`config.mk`:
```
export PLATFORM = sky130hd
export DESIGN_NAME = sgm_queue
export DESIGN_NICKNAME = d
export VERILOG_FILES = /design/src/rtl/sgm_pkg.sv /design/src/rtl/sgm_queue.sv
export SDC_FILE = /design/constraint.sdc
export NUM_CORES = 1
export LEC_CHECK = 0
export BUFFER_PORTS_ARGS = -buffer_cell sky130_fd_sc_hd__buf_4
export CAP_MARGIN = 20
export CORE_MARGIN = 2
export CORE_UTILIZATION = 51
export CTS_CLUSTER_DIAMETER = 30
export DETAILED_ROUTE_END_ITERATION = 16
export GPL_ROUTABILITY_DRIVEN = 0
export PLACE_DENSITY = 0.73
export SLEW_MARGIN = 20
export SYNTH_ARGS = -nofsm -noshare
export SYNTH_HDL_FRONTEND = slang
export SYNTH_SLANG_ARGS = --single-unit
export TNS_END_PERCENT = 20
```
`constraint.sdc`:
```
create_clock -name clk -period 2.1 [get_ports clk]
set_clock_uncertainty 0.1 [all_clocks]
set_input_delay 0.42 -clock clk [delete_from_list [all_inputs] [get_ports clk]]
set_output_delay 0.42 -clock clk [all_outputs]
set_load 0.01 [all_outputs]
```
`src/rtl/sgm_pkg.sv`:
```
// sgm_pkg: shared types and constants of the sobel gradient magnitude unit
// no dependencies; used by the interfaces and by every rtl module but sgm_ram

package sgm_pkg;

  // configuration register indexes
  typedef enum logic [0:0] {
    REG_FRAME_WIDTH  = 1'b0,
    REG_FRAME_HEIGHT = 1'b1
  } cfg_reg_t;

  localparam int CFG_DATA_W = 13;
  localparam int FRAME_WIDTH_W = 11;
  localparam int FRAME_HEIGHT_W = 13;

  localparam logic [10:0] FRAME_WIDTH_RESET = 11'd1024;
  localparam logic [12:0] FRAME_HEIGHT_RESET = 13'd768;
  localparam logic [12:0] MAX_ROWS = 13'd4096;
  localparam int MIN_FRAME_SIZE = 3;

  // field widths of a result and of a gradient item
  localparam int COL_W = 10;
  localparam int ROW_W = 12;
  localparam int MAG_W = 8;
  localparam int GRAD_W = 11;

  // queue between front and back
  localparam int QUEUE_DEPTH = 4;
  localparam int QPTR_W = $clog2(QUEUE_DEPTH);
  localparam int QLEVEL_W = $clog2(QUEUE_DEPTH + 1);

  // square root: one result bit per step
  localparam int ROOT_STEPS = MAG_W;
  localparam int STEP_W = $clog2(ROOT_STEPS);
  localparam logic [20:0] SAT_LIMIT = 21'd65280;
  localparam logic [MAG_W-1:0] MAG_MAX = '1;

  // one interior pixel handed from front to back
  typedef struct packed {
    logic [COL_W-1:0]         column;
    logic [ROW_W-1:0]         row;
    logic                     done;
    logic signed [GRAD_W-1:0] gx;
    logic signed [GRAD_W-1:0] gy;
  } grad_item_t;

endpackage

```
`src/rtl/sgm_queue.sv`:
```
// sgm_queue: short fifo of gradient items between front and back
// depends on sgm_pkg

module sgm_queue (
  input  logic                         clk,
  input  logic                         rst,
  input  logic                         push,
  input  sgm_pkg::grad_item_t          push_item,
  input  logic                         pop,
  output sgm_pkg::grad_item_t          head,
  output logic                         empty,
  output logic [sgm_pkg::QLEVEL_W-1:0] level
);

  sgm_pkg::grad_item_t          entries [sgm_pkg::QUEUE_DEPTH];
  logic [sgm_pkg::QPTR_W-1:0]   wr_ptr, rd_ptr;

  assign head = entries[rd_ptr];
  assign empty = (level == '0);

  always_ff @(posedge clk) begin
    if (rst) begin
      wr_ptr <= '0;
      rd_ptr <= '0;
      level <= '0;
    end else begin
      if (push) begin
        wr_ptr <= wr_ptr + 1'b1;
      end
      if (pop) begin
        rd_ptr <= rd_ptr + 1'b1;
      end
      if (push && !pop) begin
        level <= level + 1'b1;
      end else if (pop && !push) begin
        level <= level - 1'b1;
      end
    end
  end

  always_ff @(posedge clk) begin
    if (push) begin
      entries[wr_ptr] <= push_item;
    end
  end

endmodule

```
After elaboration in Yosys (flattened, before gate mapping)
Memory sizes are Yosys's and may differ from the RTL's. A register that Yosys moved wholly into a read port is not among the register bits.
Cells that the tools add are included.
Widths: inputs -> output; s select.
{"block": "totals", "regBits": 7, "mem_bits_rw": 180, "word_cells": 20, "n_memories": 1}
{"name": "entries", "depth": 4, "word_bits": 45, "rd": 1, "rd_ports_with_merged_regs": 1, "write_ports": 1, "line_no": "sgm_queue.sv:15", "rtl": "sgm_pkg::grad_item_t entries [sgm_pkg::QUEUE_DEPTH];"}
{"block": "op_classes", "addsub": 4, "mux": 6, "reduce_logical": 6}
{"operator": "$mux 3", "count": 2}
{"operator": "$add 2x1->2 const B", "count": 2}
{"operator": "$mux 2", "count": 2}
{"operator": "$add 3x1->3 const B", "count": 1}
{"operator": "$logic_not 3->1", "count": 1}
{"operator": "$sub 3x1->3 const B", "count": 1}
{"operator": "$logic_and 1x1->1", "count": 2}
{"operator": "$logic_not 1->1", "count": 2}
{"operator": "$mux 1", "count": 2}
{"operator": "$reduce_bool 2->1", "count": 1}

Depth between registers and ports, before layout
Gate-level depths: netlist of the first run.
{"block": "logic_depth", "depth_word": 4, "depth_mapped": 7, "depth_no_buf": 7}

Worst setup path after synthesis of the first run
No wires, ideal clock.
{"block": "synth_timing", "kind": "register to register", "startpoint": "reg wr_ptr[0] (netlist bit)", "endpoint": "mem entries[2][0] (netlist bit), enable pin", "setup_time_ns": 0.407, "arrival_ns": 1.623, "setup_slack_ns": -0.029, "stages_incl_launch_ff": 4, "n_path_buf": 0, "path_cell_list": "dfxtp_1 > inv_1 > ha_1 > and2_1"}
{"element": "start, declared", "line_no": "sgm_queue.sv:16", "rtl": "logic [sgm_pkg::QPTR_W-1:0] wr_ptr, rd_ptr;"}
{"element": "start signal, assigned", "line_no": "sgm_queue.sv:28", "rtl": "wr_ptr <= wr_ptr + 1'b1;"}
{"element": "end, declared", "line_no": "sgm_queue.sv:15"}
No word-level cell before the write port.

==> flow_summary.yaml, run 1 <==
setup_path:
  cp-end-kind: "primary output"
  critPathRequiredTime_ns: 1.58
  slowest_delay_ns: 0.54
  cp_top_family: "multiplexers"
  cp_cell_sequence: "buf_12 -> mux4_2 -> buf_6"
  cp.arrival_ns: 1.72
  cp_max_fo: 14
  start_kind: "flop"
  cp_slowest_cell: "mux4_2"
  crit-reg2reg-launch: "wr_ptr[0]"
  worst-path-buf-inv: 2
  worstSetupPathType: "reg -> out"
final_layout:
  drive_above_1_share: 0.4634
  utilization: 0.6613
  fin_nets: 452
  syn2layout_area_growth_pct: 26.04
  n_antenna_cell: 0
  fillers: 860
timing:
  timing.final.crit_share: 1.069
  setup_violations: 45
  final.setup.tns_ns: -4.722
  fin_crit_ns: 2.245
  grt_setup_unrepaired: "true"
  worstMarginPinSlew_ns: 0.4488
  finalMaxSlewViolations: 0
  setup_ws_ns: -0.1448
  fmax_mhz: 445.5
  whs_ns: 0.09276
  hold_viol: 0
  slew_headroom: 0.7008
synth:
  netlist_instances: 278
  synthTopCellsByArea: "edfxtp_1 77%, mux4_2 13%, dfxtp_1 2.6%"
  netlist_area_um2: 6975
  ys_seq_area_frac: 0.8007
  synth_top_area_cell: "edfxtp_1"
  syn_nets: 333
  yosys_warnings: 0
  syn_area_per_cell_um2: 25.09
  synth.distinct_cells: 22
  ys_ff_latch: 189
  synth_top_area_frac: 0.7749
power_and_ir_drop:
  peakVddDrop_v: 0.0005632
  power.internal_mw: 6.797
  clockPowerShare: 0.365
  leakage_nw: 3.013
  combinationalPowerShare: 0.125
  power.total_mw: 8.612
  switchingPower_mw: 1.815
  power_density_nw_per_um2: 979.5
  power_frac_seq: 0.510
  netSwitchingFraction: 0.2108
clocking:
  numCtsBuffers: 17
  cts_sinks: 189
  cts_max_path_buffers: 2
  htreeDepth: 4
  clock_latency_ns: 0.42
  root_buffer: "clkbuf_16"
  hold_buffers: 0
  cts_tree: "built"
  path_clk_slew_ns: 0.07
placement:
  io_buffers: 97
  dp_hpwl_um: 7440
route:
  wire_per_inst_um: 20.78
  wirelength_um: 12180
  vias_per_cell: 5.346
  dr.first_iter.drc_count: 205
  first_pass_iters: 4
  dr_total_vias: 3133
  ant_nets: 0
  drcViolationCount: 0
global_routing:
  grt-ovfl-total: 0
  grt_pass1_wl_um: 18570
  grt_use_met2: 0.2946
  met3_usage: 0.05263
  gr-max-usage-layer: "met2"
  grt_pass1_vias: 3344
  antenna_found_initial: 0
  met1_usage: 0.2255
  grt_start_max_net_pins: 32
  track_usage: 0.1789
floorplanning:
  die-area_um2: 14630
  core_area_um2: 13300
  chipHeight_um: 121.0
  floorplan.rows: 42
  start_util: 0.5247
  die_w_um: 121.0
  num_io_pins: 98
run:
  max-cap-violations: 0
status:
  violations: "setup timing"
  outcome: "finished, violations left"
min_path:
  min_path_type: "in -> reg"
  hold_start: "push_item[29]"
[worst register-to-register path, cell delays in order, from the launching register on]
cell,delay (ns)
dfxtp_1,0.35
inv_1,0.10
ha_1,0.14
and2_2,0.43
buf_12,0.28
[cells in the mapped netlist]
library cell and count:
nor2_1 7, dfxtp_1 9, clkbuf_2 1, fa_1 1, edfxtp_1 180, a21oi_1 1, xnor2_1 2, or3_1 1
and2_1 4, clkbuf_1 1, buf_12 4, ha_1 5, mux2i_1 2, nand2_1 1, nor3_1 1, inv_1 4
mux4_1 5, buf_2 4, xor2_1 3, mux4_2 40, buf_6 1, o21ai_0 1
[cell type report]
cell class / instances / area [µm²] / area share
flip-flops and latches: 189 / 5593 / 0.6361
multi-input cells: 74 / 1241 / 0.1412
repair buffers: 111 / 1140 / 0.1296
clock buffers: 20 / 436.7 / 0.04967
well taps: 176 / 220.2 / 0.02505
clock inverters: 12 / 146.4 / 0.01665
inverters: 4 / 15.01 / 0.001708
[path summary, 6_finish.rpt]
check | cells after the start | end | slack, ns
hold / removal | 1 | entries[3][29] | 0.09
setup / recovery | 3 | head[31] | -0.14
hold reg to reg | 2 | level[2] | 0.42
setup reg to reg | 4 | entries[2][32] | 0.35
[state kept, by name (all words and copies together) (netlist names), named ones only]
| signal | flops |
|---|---|
| level | 3 |
| rd_ptr | 2 |
| wr_ptr | 2 |
| entries | 180 |
[stage by stage]
step           area [µm²]  std cells  worst slack [ns]
2_1_floorplan        6977        278          -0.02945
5_1_grt              8792        586           -0.2169
3_3_place_gp         8016        552            0.1633
6_report             8792        586           -0.1448
4_1_cts              8841        588           -0.2128
3_5_place_dp         8016        552            0.1166
[placed cells by master, fill, tap and decap left out]
| master | n |
|---|---|
| and2_2 | 4 |
| clkinv_4 | 2 |
| dfxtp_1 | 7 |
| mux4_2 | 45 |
| buf_12 | 11 |
| buf_4 | 55 |
| fa_1 | 1 |
| ha_1 | 5 |
| clkinv_1 | 1 |
| xor2_1 | 3 |
| nand2_1 | 1 |
| clkinvlp_4 | 2 |
| clkbuf_1 | 3 |
| inv_1 | 4 |
| buf_6 | 45 |
| nor3_1 | 1 |
| xnor2_1 | 2 |
| clkinv_2 | 4 |
| clkbuf_16 | 17 |
| dfxtp_4 | 2 |
| or3_1 | 1 |
| bufinv_16 | 3 |
| nor2_1 | 7 |
| edfxtp_1 | 180 |
| o21ai_0 | 1 |
| mux2i_1 | 2 |
| a21oi_1 | 1 |
[what timing repair did]
action | CTS | global route
gates cloned | 2 | 0
setup buffers | 2 | 0
resized for setup | 51 | 2
endpoints found under the setup margin | 45 | 45
[power by group through the flow]
stage | clock network (mW) | registers [mW] | logic [mW]
final | 3.14 | 4.39 | 1.07
after global routing | 3.34 | 4.41 | 1.15
after CTS | 3.20 | 4.40 | 1.12
after detailed placement | 0 | 4.47 | 0.967
after global placement | 0 | 4.46 | 0.954
after floorplan | 0 | 4.45 | 0.514
[metal layers]
metal  share of wire  up-vias
met4           0.015        0
met3           0.044       15
li1                -     1400
met5               0        -
met1            0.42     1645
met2            0.52       73
[logic make-up (layout without fill, tap and decap cells)]
group,after synthesis,in the layout,share of synthesized area
mux,47,47,0.1509
buf+inv,15,147,0.01937
flops,189,189,0.8007
xor+xnor,5,5,0.006279
fa+ha+maj,6,6,0.01184
compound gates,2,2,0.001434
simple gates,14,14,0.009506
Note: power is estimated with default switching activity, not from simulation.
==> inputs of run 2 (changes only) <==
--- a/config.mk
+++ b/config.mk
@@ -8,12 +8,11 @@
 export BUFFER_PORTS_ARGS = -buffer_cell sky130_fd_sc_hd__buf_4
 export CAP_MARGIN = 20
 export CORE_MARGIN = 2
-export CORE_UTILIZATION = 51
+export CORE_UTILIZATION = 30
 export CTS_CLUSTER_DIAMETER = 30
 export DETAILED_ROUTE_END_ITERATION = 16
 export GPL_ROUTABILITY_DRIVEN = 0
-export PLACE_DENSITY = 0.73
-export SLEW_MARGIN = 20
+export PLACE_DENSITY = 0.47
 export SYNTH_ARGS = -nofsm -noshare
 export SYNTH_HDL_FRONTEND = slang
 export SYNTH_SLANG_ARGS = --single-unit
==> run 2 against run 1 <==
Net effect:
- the run still ends with setup timing left
- non-clock buffer count grew 3
- first-iteration DRC count shrank 11%
- final area grew 2.1%
- register-to-register slack gained 0.13 ns
- count of clock-buffer cells in the layout shrank 2
==> flow_summary.yaml, run 2 (same netlist as run 1, synthesis figures left out) <==
global_routing:
  antenna_found_initial: 0
  track_usage: 0.1145
  grt_pass1_wl_um: 20130
  grt_start_max_net_pins: 46
  grt_pass1_vias: 3538
  grt-ovfl-total: 0
power_and_ir_drop:
  power.total_mw: 8.821
  combinationalPowerShare: 0.125
  peakVddDrop_v: 0.0004276
  power.internal_mw: 6.931
  clockPowerShare: 0.379
  netSwitchingFraction: 0.2142
  power_density_nw_per_um2: 982.4
  power_frac_seq: 0.496
  switchingPower_mw: 1.889
  leakage_nw: 3.036
route:
  wire_per_inst_um: 19.20
  dr.first_iter.drc_count: 183
  ant_nets: 0
  wirelength_um: 13390
  vias_per_cell: 4.535
  drcViolationCount: 0
  first_pass_iters: 4
  dr_total_vias: 3161
floorplanning:
  die_w_um: 156.5
  core_area_um2: 22710
  floorplan.rows: 55
  start_util: 0.3072
  die-area_um2: 24490
  num_io_pins: 98
  chipHeight_um: 156.5
setup_path:
  worst-path-buf-inv: 3
  cp_max_fo: 6
  slowest_delay_ns: 0.51
  cp_cell_sequence: "buf_4 -> clkbuf_16 -> mux4_2 -> buf_6"
  cp_slowest_cell: "mux4_2"
  start_kind: "flop"
  worstSetupPathType: "reg -> out"
  critPathRequiredTime_ns: 1.58
  cp.arrival_ns: 1.75
  cp_top_family: "multiplexers"
  cp-end-kind: "primary output"
run:
  max-cap-violations: 0
timing:
  timing.final.crit_share: 1.080
  worstMarginPinSlew_ns: 0.3192
  hold_viol: 0
  setup_violations: 45
  whs_ns: 0.09662
  slew_headroom: 0.7872
  final.setup.tns_ns: -6.195
  finalMaxSlewViolations: 0
  fin_crit_ns: 2.268
  fmax_mhz: 440.9
  setup_ws_ns: -0.1681
  grt_setup_unrepaired: "true"
clocking:
  htreeDepth: 4
  cts_sinks: 189
  root_buffer: "clkbuf_16"
  clock_latency_ns: 0.42
  hold_buffers: 0
  cts_tree: "built"
  path_clk_slew_ns: 0.07
  cts_max_path_buffers: 2
  numCtsBuffers: 17
final_layout:
  fin_nets: 455
  syn2layout_area_growth_pct: 28.72
  final_common_cell: "edfxtp_1"
  post-route-cell-area_um2: 8979
  drive_above_1_share: 0.4684
  n_antenna_cell: 0
  top_register: "entries"
  largest_registers: "entries x180, level x3"
  final_cell_mix: "180 x edfxtp_1, 64 x buf_4, 44 x mux4_2, 38 x buf_6, 19 x clkbuf_16"
  largest_reg_flops: 180
min_path:
  min_path_type: "in -> reg"
placement:
  dp_hpwl_um: 7640
  place_area_um2: 8138
  io_buffers: 97
  place_ws_ns: 0.07797
status:
  violations: "setup timing"
  outcome: "finished, violations left"
==> run 2: cell types whose count changed in the layout (fill, tap and decap cells not counted), sizes merged <==
cell,before,now
clkinvlp,2,4
buf,111,112
bufinv,3,4
inv,4,7
clkinv,7,2
==> run 2: area by class of cell <==
class	count	area, µm²
timing repair buffer	114	1154
sequential	189	5590
inverter	4	15.01
clock inverter	13	188.9
fill	2075	13730
tap	285	356.6
multi-input combinational	74	1245
clock buffer	18	429.2
==> run 2: power groups by stage <==
stage               clock (mW)  combinational [mW]  sequential, mW
floorplan                    0               0.514            4.45
global placement             0               0.989            4.46
detailed placement           0                1.00            4.47
CTS                       3.44                1.10            4.38
global route              3.59                1.19            4.39
finish                    3.34                1.10            4.37
==> run 2: layer usage <==
layer,up-vias,global-route usage,part of all wire
met5,-,0,0
met4,0,0.04587,0.014
met3,13,0.04154,0.065
met2,74,0.1859,0.50
met1,1668,0.1396,0.42
li1,1406,-,-
==> run 2: final timing paths <==
kind | from | end | slack, ns | cells after the start
setup / recovery | flop | head[31] | -0.17 | 4
hold / removal | push_item[17] | entries[3][17] | 0.1 | 1
setup reg to reg | level[0] | level[2] | 0.48 | 4
hold reg to reg | level[2] | level[2] | 0.41 | 2
==> run 2: timing repair <==
item / 4_1_cts / 5_1_grt
gates cloned: 0 / 2
setup endpoints to repair: 44 / 45
setup buffers: 2 / 3
gates resized for setup: 41 / 4
==> run 2: metrics by stage <==
step                instances    util
floorplan                 278       -
global placement          659  0.3583
detailed placement        659  0.3583
CTS                       692  0.3917
global route              697  0.3954
finish                    697  0.3954
==> inputs of run 3 (changes only) <==
==> constraint.sdc (replaced) <==
create_clock -name clk -period 1.91 [get_ports clk]
set_clock_uncertainty 0.1 [all_clocks]
set_input_delay 0.382 -clock clk [delete_from_list [all_inputs] [get_ports clk]]
set_output_delay 0.382 -clock clk [all_outputs]
set_load 0.01 [all_outputs]
==> run 3 against run 2 <==
Net effect:
- the flow still finishes with violations (setup timing)
- count of clock-buffer cells in the layout down 1
- via count up 0.47%
- hold slack worse by 0.048 ns
- setup slack worse by 0.18 ns
- cell count up 0.72%
- largest cell class unchanged
- final area up 0.22%
- flip-flop and latch count unchanged
==> flow_summary.yaml, run 3 (same netlist as run 1, synthesis figures left out) <==
status:
  outcome: "finished, violations left"
  violations: "setup timing"
route:
  vias_per_cell: 4.524
  dr.first_iter.drc_count: 171
  first_pass_iters: 4
  wirelength_um: 13240
  wire_per_inst_um: 18.86
  dr_total_vias: 3176
  drcViolationCount: 0
  ant_nets: 0
timing:
  worstMarginPinSlew_ns: 0.3093
  fmax_mhz: 442.8
  slew_headroom: 0.7938
  setup_violations: 45
  fin_crit_ns: 2.258
  finalMaxSlewViolations: 0
  hold_viol: 0
  timing.final.crit_share: 1.182
  whs_ns: 0.04872
  grt_setup_unrepaired: "true"
  setup_ws_ns: -0.3482
run:
  max-cap-violations: 0
final_layout:
  largest_registers: "entries x180, level x3"
  largest_reg_flops: 180
  post-route-cell-area_um2: 8999
  n_antenna_cell: 0
  fin_nets: 459
  syn2layout_area_growth_pct: 29.00
  final_common_cell: "edfxtp_1"
  final_cell_mix: "180 x edfxtp_1, 68 x buf_4, 43 x mux4_2, 35 x buf_6, 18 x clkbuf_16"
  drive_above_1_share: 0.4772
  top_register: "entries"
floorplanning:
  num_io_pins: 98
  chipHeight_um: 156.5
  die-area_um2: 24490
  die_w_um: 156.5
  floorplan.rows: 55
  core_area_um2: 22710
  start_util: 0.3072
min_path:
  hold_start: "push_item[42]"
  min_path_type: "in -> reg"
  whs_path_depth: 1
  hold_end: "entries[0][42]"
global_routing:
  met1_usage: 0.1451
  grt_pass1_wl_um: 20300
  met3_usage: 0.03794
  grt_start_max_net_pins: 46
  grt_use_met2: 0.1857
  antenna_found_initial: 0
  grt-ovfl-total: 0
  track_usage: 0.1155
  grt_pass1_vias: 3561
  gr-max-usage-layer: "met2"
setup_path:
  crit-reg2reg-launch: "level[0]"
  slowest_delay_ns: 0.52
  cp_cell_sequence: "buf_12 -> buf_12 -> mux4_2 -> buf_6"
  start_kind: "flop"
  ff2ff_path_depth: 4
  cp_max_fo: 8
  worstSetupPathType: "reg -> out"
  critPathRequiredTime_ns: 1.43
  cp.arrival_ns: 1.78
  regToRegSetupSlack_ns: 0.32
  reg2reg_to: "level[2]"
  cp_slowest_cell: "mux4_2"
  cp-end-kind: "primary output"
  crit_path_frequent_cell: "buf_12"
power_and_ir_drop:
  power_density_nw_per_um2: 1047
  peakVddDrop_v: 0.0004906
  leakage_nw: 3.063
clocking:
  cts_sinks: 189
  cts_max_path_buffers: 2
  clock_latency_ns: 0.43
  path_clk_slew_ns: 0.07
  root_buffer: "clkbuf_16"
  cts_tree: "built"
  numCtsBuffers: 17
  htreeDepth: 4
placement:
  place_area_um2: 8165
  io_buffers: 97
  dp_hpwl_um: 7917
run 3: cell types whose count changed in the layout (fill, tap and decap cells not counted), moves of 3 or more:
| cell | previous run | this run |
|---|---|---|
| clkinv_4 | 1 | 4 |
| buf_4 | 64 | 68 |
| bufinv_16 | 4 | 0 |
| clkinvlp_4 | 4 | 1 |
| inv_8 | 0 | 6 |
| buf_12 | 9 | 13 |
| buf_6 | 38 | 35 |
run 3: area by class of cell:
| type | instances | area (µm²) |
|---|---|---|
| fill | 2042 | 13710 |
| tap | 285 | 356.6 |
| multi-input combinational | 74 | 1249 |
| timing repair buffer | 118 | 1217 |
| clock buffer | 17 | 425.4 |
| sequential | 189 | 5590 |
| clock inverter | 15 | 145.1 |
| inverter | 4 | 15.01 |
run 3: worst max-delay path by stage:
| stage | end | cells after the start | start |
|---|---|---|---|
| 2_1_floorplan | entries[0][0] | 3 | wr_ptr[0] |
| 3_3_place_gp | level[2] | 8 | pop |
| 3_5_place_dp | level[2] | 8 | pop |
| 4_1_cts | head[8] | 4 | flop |
| 5_1_grt | head[35] | 4 | flop |
| 6_report | head[8] | 4 | flop |
run 3: critical path, delay by kind of cell, from the launching register on:
kind / cells / cell delay (ns)
buffers and inverters: 3 / 0.42
muxes: 1 / 0.52
DFF: 1 / 0.40
run 3: power breakdown:
part / internal (mW) / switching (mW)
logic: 0.695 / 0.537
registers: 4.75 / 0.0632
clock network: 1.74 / 1.63
total: 7.19 / 2.23
run 3: layer usage:
layer	up-vias	routed length, µm
met5	-	0
met4	0	209
met3	16	744
met2	83	6438
met1	1656	5851
li1	1421	-
run 3: repair_timing:
action	in CTS	in global routing
setup endpoints to repair	45	45
gates cloned	1	1
resized for setup	39	0
setup buffers	6	1
hold buffers	0	0
pin swaps	0	0
run 3: through the flow:
stage	power [mW]	util	instances	worst slack [ns]	TNS, ns
floorplan	5.458	-	278	-0.2194	-27.93
global placement	5.996	0.3596	661	0.02198	0
detailed placement	6.016	0.3596	661	-0.02325	-0.02325
CTS	9.559	0.3948	700	-0.3998	-15.63
global route	9.812	0.3963	702	-0.4207	-16.87
finish	9.422	0.3963	702	-0.3482	-13.63
