--- config.mk ---
export PLATFORM = sky130hd
export DESIGN_NAME = sgm_back_flat
export DESIGN_NICKNAME = d
export VERILOG_FILES = /design/src/rtl/sgm_pkg.sv /design/src/rtl/sgm_if.sv /design/src/rtl/sgm_back.sv /design/src/flat_wrapper.sv
export SDC_FILE = /design/constraint.sdc
export NUM_CORES = 1
export LEC_CHECK = 0
export BUFFER_PORTS_ARGS = -buffer_cell sky130_fd_sc_hd__buf_2
export CAP_MARGIN = 20
export CORE_ASPECT_RATIO = 0.5
export CORE_MARGIN = 2
export CORE_UTILIZATION = 45
export DETAILED_ROUTE_END_ITERATION = 16
export RECOVER_POWER = 25
export SLEW_MARGIN = 30
export SYNTH_ARGS = -nofsm -noshare
export SYNTH_HDL_FRONTEND = slang
export SYNTH_SLANG_ARGS = --single-unit
--- constraint.sdc ---
create_clock -name clk -period 6.26 [get_ports clk]
set_input_delay 1.252 -clock clk [delete_from_list [all_inputs] [get_ports clk]]
set_output_delay 1.252 -clock clk [all_outputs]
set_load 0.02 [all_outputs]
--- src/rtl/sgm_pkg.sv ---
// sgm_pkg: shared types and constants of the sobel gradient magnitude unit
// no dependencies; used by the interfaces and by every rtl module but sgm_ram

package sgm_pkg;

  // configuration register indexes
  typedef enum logic [0:0] {
    REG_FRAME_WIDTH  = 1'b0,
    REG_FRAME_HEIGHT = 1'b1
  } cfg_reg_t;

  localparam int CFG_DATA_W = 13;
  localparam int FRAME_WIDTH_W = 11;
  localparam int FRAME_HEIGHT_W = 13;

  localparam logic [10:0] FRAME_WIDTH_RESET = 11'd1024;
  localparam logic [12:0] FRAME_HEIGHT_RESET = 13'd768;
  localparam logic [12:0] MAX_ROWS = 13'd4096;
  localparam int MIN_FRAME_SIZE = 3;

  // field widths of a result and of a gradient item
  localparam int COL_W = 10;
  localparam int ROW_W = 12;
  localparam int MAG_W = 8;
  localparam int GRAD_W = 11;

  // queue between front and back
  localparam int QUEUE_DEPTH = 4;
  localparam int QPTR_W = $clog2(QUEUE_DEPTH);
  localparam int QLEVEL_W = $clog2(QUEUE_DEPTH + 1);

  // square root: one result bit per step
  localparam int ROOT_STEPS = MAG_W;
  localparam int STEP_W = $clog2(ROOT_STEPS);
  localparam logic [20:0] SAT_LIMIT = 21'd65280;
  localparam logic [MAG_W-1:0] MAG_MAX = '1;

  // one interior pixel handed from front to back
  typedef struct packed {
    logic [COL_W-1:0]         column;
    logic [ROW_W-1:0]         row;
    logic                     done;
    logic signed [GRAD_W-1:0] gx;
    logic signed [GRAD_W-1:0] gy;
  } grad_item_t;

endpackage

--- src/rtl/sgm_if.sv ---


interface sgm_result_if;
  logic                         valid;
  logic                         ready;
  logic [sgm_pkg::COL_W-1:0]    out_column;
  logic [sgm_pkg::ROW_W-1:0]    out_row;
  logic [sgm_pkg::MAG_W-1:0]    magnitude;
  logic                         frame_done;

  modport source (output valid, output out_column, output out_row, output magnitude,
                  output frame_done, input ready);
  modport sink (input valid, input out_column, input out_row, input magnitude,
                input frame_done, output ready);
endinterface


--- src/rtl/sgm_back.sv ---
// sgm_back: squares, sum and rounded square root of one gradient item at a time
// depends on sgm_pkg, sgm_if

module sgm_back (
  input  logic                clk,
  input  logic                rst,
  input  sgm_pkg::grad_item_t head,
  input  logic                empty,
  output logic                pop,
  sgm_result_if.source        result
);

  typedef enum logic [4:0] {
    B_IDLE   = 5'b00001,
    B_SQUARE = 5'b00010,
    B_SUM    = 5'b00100,
    B_ROOT   = 5'b01000,
    B_FINISH = 5'b10000
  } back_state_t;

  back_state_t state, state_next;

  logic [sgm_pkg::COL_W-1:0]  column;
  logic [sgm_pkg::ROW_W-1:0]  row;
  logic                       done;
  logic [9:0]                 ax, ay;
  logic [19:0]                sqx, sqy;
  logic [20:0]                sum;
  logic                       sat;
  logic [15:0]                rad;
  logic [7:0]                 root;
  logic [8:0]                 rem;
  logic [sgm_pkg::STEP_W-1:0] step;
  logic [10:0]                rem_sh;
  logic [9:0]                 trial;
  logic                       take;
  logic                       out_free;
  logic [sgm_pkg::MAG_W-1:0]  mag;

  logic                       out_valid;
  logic [sgm_pkg::COL_W-1:0]  out_column;
  logic [sgm_pkg::ROW_W-1:0]  out_row;
  logic [sgm_pkg::MAG_W-1:0]  out_mag;
  logic                       out_done;

  assign pop = (state == B_IDLE) && !empty;
  assign sum = {1'b0, sqx} + {1'b0, sqy};
  assign rem_sh = {rem, rad[15:14]};
  assign trial = {root, 2'b01};
  assign take = rem_sh >= {1'b0, trial};
  assign out_free = !out_valid || result.ready;

  // saturate above the limit, else round up where the remainder passes the floor root
  always_comb begin
    if (sat) begin
      mag = sgm_pkg::MAG_MAX;
    end else if ((rem > {1'b0, root}) && (root != sgm_pkg::MAG_MAX)) begin
      mag = root + 1'b1;
    end else begin
      mag = root;
    end
  end

  always_comb begin
    state_next = state;
    unique case (state)
      B_IDLE:   if (!empty) state_next = B_SQUARE;
      B_SQUARE: state_next = B_SUM;
      B_SUM:    state_next = B_ROOT;
      B_ROOT:   if (step == sgm_pkg::STEP_W'(sgm_pkg::ROOT_STEPS - 1)) state_next = B_FINISH;
      B_FINISH: if (out_free) state_next = B_IDLE;
      default:  state_next = B_IDLE;
    endcase
  end

  always_ff @(posedge clk) begin
    if (rst) begin
      state <= B_IDLE;
      out_valid <= 1'b0;
    end else begin
      state <= state_next;
      if (state == B_FINISH && out_free) begin
        out_valid <= 1'b1;
      end else if (result.ready) begin
        out_valid <= 1'b0;
      end
    end
  end

  always_ff @(posedge clk) begin
    unique case (state)
      B_IDLE: begin
        column <= head.column;
        row <= head.row;
        done <= head.done;
        ax <= head.gx[10] ? 10'(-head.gx) : head.gx[9:0];
        ay <= head.gy[10] ? 10'(-head.gy) : head.gy[9:0];
      end
      B_SQUARE: begin
        sqx <= 20'(ax) * 20'(ax);
        sqy <= 20'(ay) * 20'(ay);
      end
      B_SUM: begin
        sat <= sum > sgm_pkg::SAT_LIMIT;
        rad <= sum[15:0];
        root <= '0;
        rem <= '0;
        step <= '0;
      end
      B_ROOT: begin
        rad <= {rad[13:0], 2'b00};
        step <= step + 1'b1;
        if (take) begin
          rem <= 9'(rem_sh - {1'b0, trial});
          root <= {root[6:0], 1'b1};
        end else begin
          rem <= rem_sh[8:0];
          root <= {root[6:0], 1'b0};
        end
      end
      B_FINISH: begin
        if (out_free) begin
          out_column <= column;
          out_row <= row;
          out_mag <= mag;
          out_done <= done;
        end
      end
      default: begin
      end
    endcase
  end

  assign result.valid = out_valid;
  assign result.out_column = out_column;
  assign result.out_row = out_row;
  assign result.magnitude = out_mag;
  assign result.frame_done = out_done;

endmodule

--- src/flat_wrapper.sv ---
// flat-port wrapper written by rule: the top's interface ports become plain ports
module sgm_back_flat 
  (clk, rst, head, empty, pop, result_valid, result_out_column, result_out_row, result_magnitude, result_frame_done, result_ready);
  sgm_result_if result_i ();
  input  logic clk;
  input  logic rst;
  input  sgm_pkg::grad_item_t head;
  input  logic empty;
  output logic pop;
  output wire logic [$bits(result_i.valid)-1:0] result_valid;
  output wire logic [$bits(result_i.out_column)-1:0] result_out_column;
  output wire logic [$bits(result_i.out_row)-1:0] result_out_row;
  output wire logic [$bits(result_i.magnitude)-1:0] result_magnitude;
  output wire logic [$bits(result_i.frame_done)-1:0] result_frame_done;
  input wire logic [$bits(result_i.ready)-1:0] result_ready;
  assign result_valid = result_i.valid;
  assign result_out_column = result_i.out_column;
  assign result_out_row = result_i.out_row;
  assign result_magnitude = result_i.magnitude;
  assign result_frame_done = result_i.frame_done;
  assign result_i.ready = result_ready;
  sgm_back u_core (.clk(clk), .rst(rst), .head(head), .empty(empty), .pop(pop), .result(result_i));
endmodule
# Yosys cells after proc, flatten, opt, wreduce, memory -nomap -nowiden
# Index checks and enable logic that the tools add are counted.
[classes]
mux = 15
addsub = 6
n_lt_le_gt_ge = 3
n_eq_ne = 10
n_reduce_logical = 10
mul = 2
[ops]
columns = ["cell", "count"]
rows = [
  ["$mul 10x10->20", 2],
  ["$pmux 16 s2", 1],
  ["$pmux 5 s5", 1],
  ["$add 20x20->21", 1],
  ["$gt 21x16->1 const B", 1],
  ["$mux 10", 2],
  ["$neg 10->10", 2],
  ["$pmux 9 s2", 1],
  ["$pmux 8 s2", 1],
  ["$mux 5", 3],
  ["$ge 11x10->1", 1],
  ["$gt 9x8->1", 1],
  ["$mux 9", 1],
  ["$sub 9x9->9", 1],
  ["$add 8x1->8 const B", 1],
  ["$mux 8", 1],
  ["$ne 8x8->1 const B", 1],
  ["$pmux 3 s2", 1],
  ["$eq 5x1->1 const B", 1],
  ["$eq 5x2->1 const B", 1],
  ["$eq 5x3->1 const B", 1],
  ["$eq 5x4->1 const B", 1],
  ["$eq 5x5->1 const B", 1],
  ["$ne 2x1->1 const B", 2],
  ["other kinds (10)", 16],
]
[word_totals]
input_bits = 49
output_inout_bits = 33
elab_cells = 64
regBits = 157

# Logic depth before layout (Yosys ltp)
# Gate-level depths: netlist of run 1.
[depth]
word_depth = 4
mapped_depth = 21
mapped_depth_nobuf = 20

# Worst setup path before layout of run 1
# Ideal clock, no wire load.
[synth_path]
path_kind = "register -> register"
start = "reg u_core.ay[1]"
end = "reg u_core.sqy[19] (data pin)"
slack_ns = 0.925
setup_time_ns = 0.259
synth_period_minus_slack_ns = 5.335
path_stages_with_launch = 20
arrival_ns = 5.076
path_cell_list = "edfxtp_1 > clkbuf_1 > inv_1 > nor2_1 > fa_1 > fa_1 > ha_1 > fa_1 > inv_1 > fa_1 > inv_1 > ha_1 > o211ai_1 > a31oi_1 > a41oi_1 > nor4b_2 > o41ai_1 > a21o_1 > a21oi_1 > xnor2_1"
[synth_between]
elab_chain_len = 1
[synth_rtl]
columns = ["item", "line_no", "source"]
rows = [
  ["from (decl)", "sgm_back.sv:26", "logic [9:0] ax, ay;"],
  ["from (signal assigned)", "sgm_back.sv:97", "ay <= head.gy[10] ? 10'(-head.gy) : head.gy[9:0];"],
  ["$mul 10x10->20", "sgm_back.sv:101", "sqy <= 20'(ay) * 20'(ay);"],
  ["to (signal assigned)", "sgm_back.sv:101", ""],
  ["to (decl)", "sgm_back.sv:27", "logic [19:0] sqx, sqy;"],
]
# Every way passes these cells.
# A chain may end at the register's enable or synchronous reset.

# Worst setup path in the final report of run 1
# Ends and elaborated chain as after synthesis.

==> flow_metrics.py, run 1 <==
metrics = {
    "worst_setup_path": {
        "critical_path.slowest_cell": "edfxtp_1",
        "cp.arrival_ps": 5930,
        "cpPeakStageDelay_ps": 600,
        "cp-end-kind": "flip-flop",
        "critPathLaunchType": "flip-flop",
        "worst-setup-path-type": "reg2reg",
        "critPathRequiredTime_ps": 6450,
        "crit_family": "adder cells",
        "crit_buf_inv": 3,
        "crit_chain": "inv_1 -> nor2_1 -> fa_1 -> fa_1 -> ha_1 -> fa_1 -> inv_1 -> fa_1 -> inv_1 -> ha_1 -> o211ai_1 -> a31oi_1 -> a41oi_1 -> nor4b_2 -> o41ai_1 -> a21o_1 -> a21oi_1 -> xnor2_1",
        "cp_max_fo": 13,
        "cpMostUsedCell": "fa_1",
    },
    "timing": {
        "period_share": 0.9166,
        "skew_ps": 8.951,
        "relSlewSlack": -0.4862,
        "tns_ps": 0,
        "fmax_mhz": 174.3,
        "rsz0062_at_grt": "false",
        "slew_violations": 41,
        "tightest_slew_ps": 2229,
        "hold_violations": 0,
        "finalSetupViolCount": 0,
        "fin_ws_ps": 522.0,
        "layout_min_cycle_time_ps": 5738,
    },
    "detailed_routing": {
        "drtIter0Drc": 411,
        "route.met2.wl_um": 10890,
        "finalWirelength_um": 23340,
        "drt_pass1_iterations": 5,
        "dr_total_vias": 8039,
        "met3_length_um": 844,
        "drt-met1-wl_um": 11320,
        "highest_layer": "met4",
        "wire_per_inst_um": 14.71,
        "drt-vias-per-instance": 5.066,
        "postRouteAntennaNets": 0,
        "drc": 0,
    },
    "die": {
        "rows": 42,
        "start_util": 0.4599,
        "die_area_um2": 28590,
        "ios": 82,
        "die-width_um": 237.1,
        "core_um2": 26590,
        "die_height_um": 120.6,
    },
    "global_routing": {
        "grt_pass1_wl_um": 38500,
        "grt.total_usage": 0.1713,
        "overflow": 0,
        "antenna_found_initial": 1,
        "grt_pass1_vias": 8030,
        "grt_max_degree": 46,
    },
    "placed_design": {
        "numPortBuffers": 81,
        "gp_congestion": 0.8275,
        "dp_slack_ps": 530.8,
        "placed_cell_area_um2": 13030,
        "dp_hpwl_um": 18540,
    },
    "clock_tree": {
        "cts.repair.resized": 0,
        "numCtsBuffers": 17,
        "cts.sinks": 155,
        "h-tree-depth": 4,
        "ctsHoldBuffers": 0,
        "cts_buffer_depth": 2,
        "cts_tree": "yes",
        "post_cts_buffers": 0,
        "path_clk_slew_ps": 70,
        "clk_latency_ps": 440,
        "root_buffer": "clkbuf_16",
    },
    "logic_synthesis": {
        "ys_types": 60,
        "ys_seq_elements": 155,
        "yosysWarnings": 0,
        "dominantRegCellSynth": "edfxtp_1",
        "syn-instance-count": 1138,
        "ys_seq_area_frac": 0.3757,
        "ys_async_sr_fraction": 0,
        "synth_edf_count": 149,
        "synthesis.nets": 1414,
        "avgSynthCellArea_um2": 10.75,
        "syn_area_um2": 12230,
    },
    "job": {
        "drv_cap": 1,
    },
    "cells_and_area": {
        "area_growth_pct": 11.40,
        "fillers": 2413,
        "fin_nets": 1497,
        "final_cell_area_um2": 13620,
        "final_layout_size_suffix_gt1_frac": 0.1062,
    },
    "status": {
        "violations": "max-capacitance violations, max-slew violations",
        "outcome": "finished with violations",
    },
    "worst_hold_path": {
        "hold_path_class": "reg2reg",
    },
}
## cell usage in the layout, fill, tap and decap left out, drive strengths merged, types with 3 or more instances in the layout
| cell type | instances |
|---|---|
| xnor2 | 59 |
| a2111oi | 3 |
| a21boi | 3 |
| nand4 | 5 |
| ha | 134 |
| dfxtp | 6 |
| mux2 | 3 |
| inv | 185 |
| a211oi | 4 |
| o21bai | 8 |
| clkbuf | 21 |
| nand2b | 15 |
| fa | 93 |
| o31ai | 7 |
| nor2b | 11 |
| a31oi | 5 |
| or3b | 3 |
| nor3 | 24 |
| and2 | 57 |
| nand4b | 4 |
| buf | 82 |
| o21ai | 34 |
| a21oi | 44 |
| or3 | 10 |
| nor3b | 3 |
| edfxtp | 149 |
| xor2 | 20 |
| a31o | 4 |
| and3 | 6 |
| clkinv | 7 |
| o21a | 7 |
| nor2 | 66 |
| nand3 | 12 |
| a21o | 15 |
| nand2 | 94 |
## synth_stat cells, types with 3 or more instances
| library cell | count | share of area |
|---|---|---|
| dfxtp_1 | 6 | 0.0098 |
| nand2_1 | 94 | 0.029 |
| a21oi_1 | 42 | 0.017 |
| o21a_1 | 7 | 0.0043 |
| a21boi_0 | 3 | 0.0018 |
| fa_1 | 93 | 0.15 |
| and2_1 | 57 | 0.029 |
| and3_1 | 6 | 0.0031 |
| o21ai_0 | 30 | 0.012 |
| nor2b_1 | 11 | 0.0056 |
| inv_1 | 179 | 0.055 |
| ha_1 | 134 | 0.14 |
| clkbuf_1 | 21 | 0.0064 |
| nor3_1 | 24 | 0.0098 |
| a31oi_1 | 5 | 0.0026 |
| nand4_1 | 5 | 0.0026 |
| nand3_1 | 12 | 0.0049 |
| nor2_1 | 66 | 0.020 |
| nand2b_1 | 15 | 0.0077 |
| o21ai_1 | 3 | 0.0012 |
| or3b_2 | 3 | 0.0021 |
| mux2_2 | 3 | 0.0028 |
| nor3b_1 | 3 | 0.0018 |
| edfxtp_1 | 149 | 0.37 |
| xnor2_1 | 59 | 0.042 |
| o31ai_1 | 7 | 0.0043 |
| nand4b_1 | 4 | 0.0029 |
| or3_1 | 10 | 0.0051 |
| a21o_1 | 15 | 0.0092 |
| xor2_1 | 20 | 0.014 |
| o21bai_1 | 8 | 0.0049 |
| a211oi_1 | 4 | 0.0025 |
## worst paths after layout
path | start | to | slack [ps] | cells after the start
min | u_core.column[0] | u_core.result.out_column[0] | 410 | 0
max reg2reg | u_core.ay[1] | u_core.sqy[19] | 520 | 18
min reg2reg | u_core.column[0] | u_core.result.out_column[0] | 410 | 0
max | u_core.ay[1] | u_core.sqy[19] | 520 | 18
## area by class of cell
cell class	instances	area, µm²	share of cell area
antenna	1	2.502	0.0001837
clock buffer	17	425.4	0.03123
clock inverter	15	173.9	0.01277
inverter	179	671.9	0.04932
multi-input combinational	782	6880	0.5051
sequential	155	4594	0.3373
tap	352	440.4	0.03233
timing repair buffer	86	432.9	0.03178
## cells by family after synthesis
kind of cell | synth area share
adder cells (fa/ha/maj) | 0.2894
AND/OR/NAND/NOR | 0.1314
buffers and inverters | 0.06180
multiplexers | 0.003581
XOR/XNOR | 0.05658
flip-flops | 0.3757
AO/OA/AOI/OAI | 0.08155
## through the flow
stage,utilization,hold WS (ps),cells
6_report,0.5123,413.4,1587
5_1_grt,0.5122,415.9,1586
4_1_cts,0.5126,415.3,1586
3_5_place_dp,0.4900,404.5,1554
3_3_place_gp,0.4900,400.8,1554
2_1_floorplan,-,400.3,1138
## worst reg2reg max path, delay by kind of cell (launching register included)
family                   cells  cell delay (ps)
buffers and inverters        3              210
AND/OR/NAND/NOR              2              440
AO/OA/AOI/OAI                6             1400
XOR/XNOR                     1              130
adder cells (fa/ha/maj)      6             2690
flip-flops                   1              600
## flip-flops by register name (all words and copies together) (netlist names), 3 cells and up
name                      flops
u_core.sqx                   19
u_core.sqy                   19
u_core.rad                   16
u_core.result.out_row        12
u_core.row                   12
u_core.ax                    10
u_core.ay                    10
u_core.column                10
u_core.result.out_column     10
u_core.rem                    9
u_core.result.magnitude       8
u_core.root                   8
u_core.state                  5
u_core.step                   3
## layer usage
metal,up-vias,global-route usage
met5,-,0
met4,0,0.04245
met3,19,0.03767
met2,129,0.2792
met1,3885,0.2345
li1,4006,-
Power of run 1 is left out: the tool's default activity adds up to more than one toggle a clock period on the data nets, which glitch-free logic cannot reach.
==> run 2: changes to the inputs <==
Settings changed: CORE_ASPECT_RATIO 0.5 to unset, PLACE_DENSITY set to 0.62.
==> run 2 against run 1 <==
- the flow still finishes with violations (max-capacitance violations, max-slew violations)
- clock-buffer cell count is the same
- global-route usage shrank 1.2 points
- flip-flop and latch count is the same
- utilization shrank 0.49 points
- largest cell class unchanged
==> flow_metrics.py, run 2 (synthesis gave the netlist of run 1 again) <==
metrics = {
    "die": {
        "start_util": 0.4563,
        "ios": 82,
        "die_area_um2": 28510,
        "die_height_um": 168.8,
        "core_um2": 26800,
        "die-width_um": 168.8,
        "rows": 60,
    },
    "global_routing": {
        "grt_pass1_wl_um": 36840,
        "grt_max_degree": 46,
        "grt.total_usage": 0.1597,
        "grt_pass1_vias": 7940,
        "antenna_found_initial": 0,
        "overflow": 0,
    },
    "clock_tree": {
        "cts.sinks": 155,
        "cts_tree": "yes",
        "clk_latency_ps": 430,
        "root_buffer": "clkbuf_16",
        "path_clk_slew_ps": 80,
        "h-tree-depth": 4,
        "cts.repair.resized": 0,
        "numCtsBuffers": 17,
        "ctsHoldBuffers": 0,
        "post_cts_buffers": 0,
        "cts_buffer_depth": 2,
    },
    "worst_setup_path": {
        "cp.arrival_ps": 5990,
        "cpPeakStageDelay_ps": 630,
        "critPathRequiredTime_ps": 6430,
        "cpMostUsedCell": "fa_1",
        "r2r_cells": 18,
        "cp-end-kind": "flip-flop",
        "critPathLaunchType": "flip-flop",
        "worst-setup-path-type": "reg2reg",
        "crit_chain": "inv_1 -> nor2_1 -> fa_1 -> fa_1 -> ha_1 -> fa_1 -> inv_1 -> fa_1 -> inv_1 -> ha_1 -> o211ai_1 -> a31oi_1 -> a41oi_1 -> nor4b_2 -> o41ai_1 -> a21o_1 -> a21oi_1 -> xnor2_1",
        "critical_path.slowest_cell": "edfxtp_1",
        "cp_max_fo": 13,
    },
    "timing": {
        "hold_violations": 0,
        "finalSetupViolCount": 0,
        "slew_violations": 75,
        "relSlewSlack": -0.4861,
        "fin_ws_ps": 439.5,
        "period_share": 0.9298,
        "fmax_mhz": 171.8,
        "tightest_slew_ps": 2229,
        "rsz0062_at_grt": "false",
        "layout_min_cycle_time_ps": 5820,
        "tns_ps": 0,
        "skew_ps": 15.80,
        "whs_ps": 414.6,
    },
    "job": {
        "drv_cap": 2,
    },
    "worst_hold_path": {
        "hold_path_class": "reg2reg",
        "whs_path_depth": 0,
    },
    "detailed_routing": {
        "drtIter0Drc": 516,
        "wire_per_inst_um": 13.55,
        "drt_pass1_iterations": 5,
        "drt-vias-per-instance": 5.053,
        "drc": 0,
        "dr_total_vias": 7959,
        "postRouteAntennaNets": 0,
        "finalWirelength_um": 21350,
    },
    "placed_design": {
        "dp_hpwl_um": 16630,
        "dp_slack_ps": 482.6,
        "gp_congestion": 0.7874,
        "numPortBuffers": 81,
    },
    "cells_and_area": {
        "final_common_cell": "inv_1",
        "top_regs": "u_core.sqx (19), u_core.sqy (19), u_core.rad (16)",
        "n_antenna_cell": 0,
        "fin_nets": 1497,
        "most-common-layout-cells": "178 x inv_1, 149 x edfxtp_1, 134 x ha_1",
        "final_layout_size_suffix_gt1_frac": 0.1062,
        "area_growth_pct": 11.21,
    },
    "status": {
        "violations": "max-capacitance violations, max-slew violations",
        "outcome": "finished with violations",
    },
}
[run 2: changes by cell type in the layout (fill, tap and decap cells not counted), sizes merged]
cell,change
bufinv,-1
diode,-1
clkinvlp,+1
clkinv,-2
buf,-1
inv,+2
clkbuf,+1
[run 2: final timing paths]
| check | start | to | slack [ps] |
|---|---|---|---|
| worst min-delay path | u_core.row[5] | u_core.result.out_row[5] | 410 |
| worst min register to register | u_core.row[5] | u_core.result.out_row[5] | 410 |
| worst max register to register | u_core.ay[1] | u_core.sqy[19] | 440 |
| worst max-delay path | u_core.ay[1] | u_core.sqy[19] | 440 |
[run 2: metal layers]
metal	routed length, µm	part of all wire	GRT usage
met1	10020	0.47	0.2099
met4	133	0.0062	0.03486
met2	10480	0.49	0.2785
met3	709	0.033	0.02642
met5	0	0	0
[run 2: critical path, delay by kind of cell, from the launching register on]
family | cells | cell delay, ps
AO/OA/AOI/OAI | 6 | 1430
AND/OR/NAND/NOR | 2 | 450
XOR/XNOR | 1 | 130
adder cells (fa/ha/maj) | 6 | 2720
buffers and inverters | 3 | 200
flip-flops | 1 | 630
[run 2: through the flow]
stage | cells | utilization | instance area, µm²
CTS | 1575 | 0.5078 | 13610
detailed placement | 1543 | 0.4857 | 13020
global route | 1575 | 0.5074 | 13600
global placement | 1543 | 0.4857 | 13020
floorplan | 1138 | - | 12230
finish | 1575 | 0.5074 | 13600
[run 2: cell type report]
cell class | count | area [µm²]
repair buffers | 86 | 431.7
multi-input cells | 782 | 6880
clock inverters | 15 | 168.9
clock buffers | 17 | 425.4
inverters | 179 | 671.9
well taps | 341 | 426.7
fillers | 2451 | 13200
flip-flops and latches | 155 | 4594
Power of run 2 is left out for the same reason.
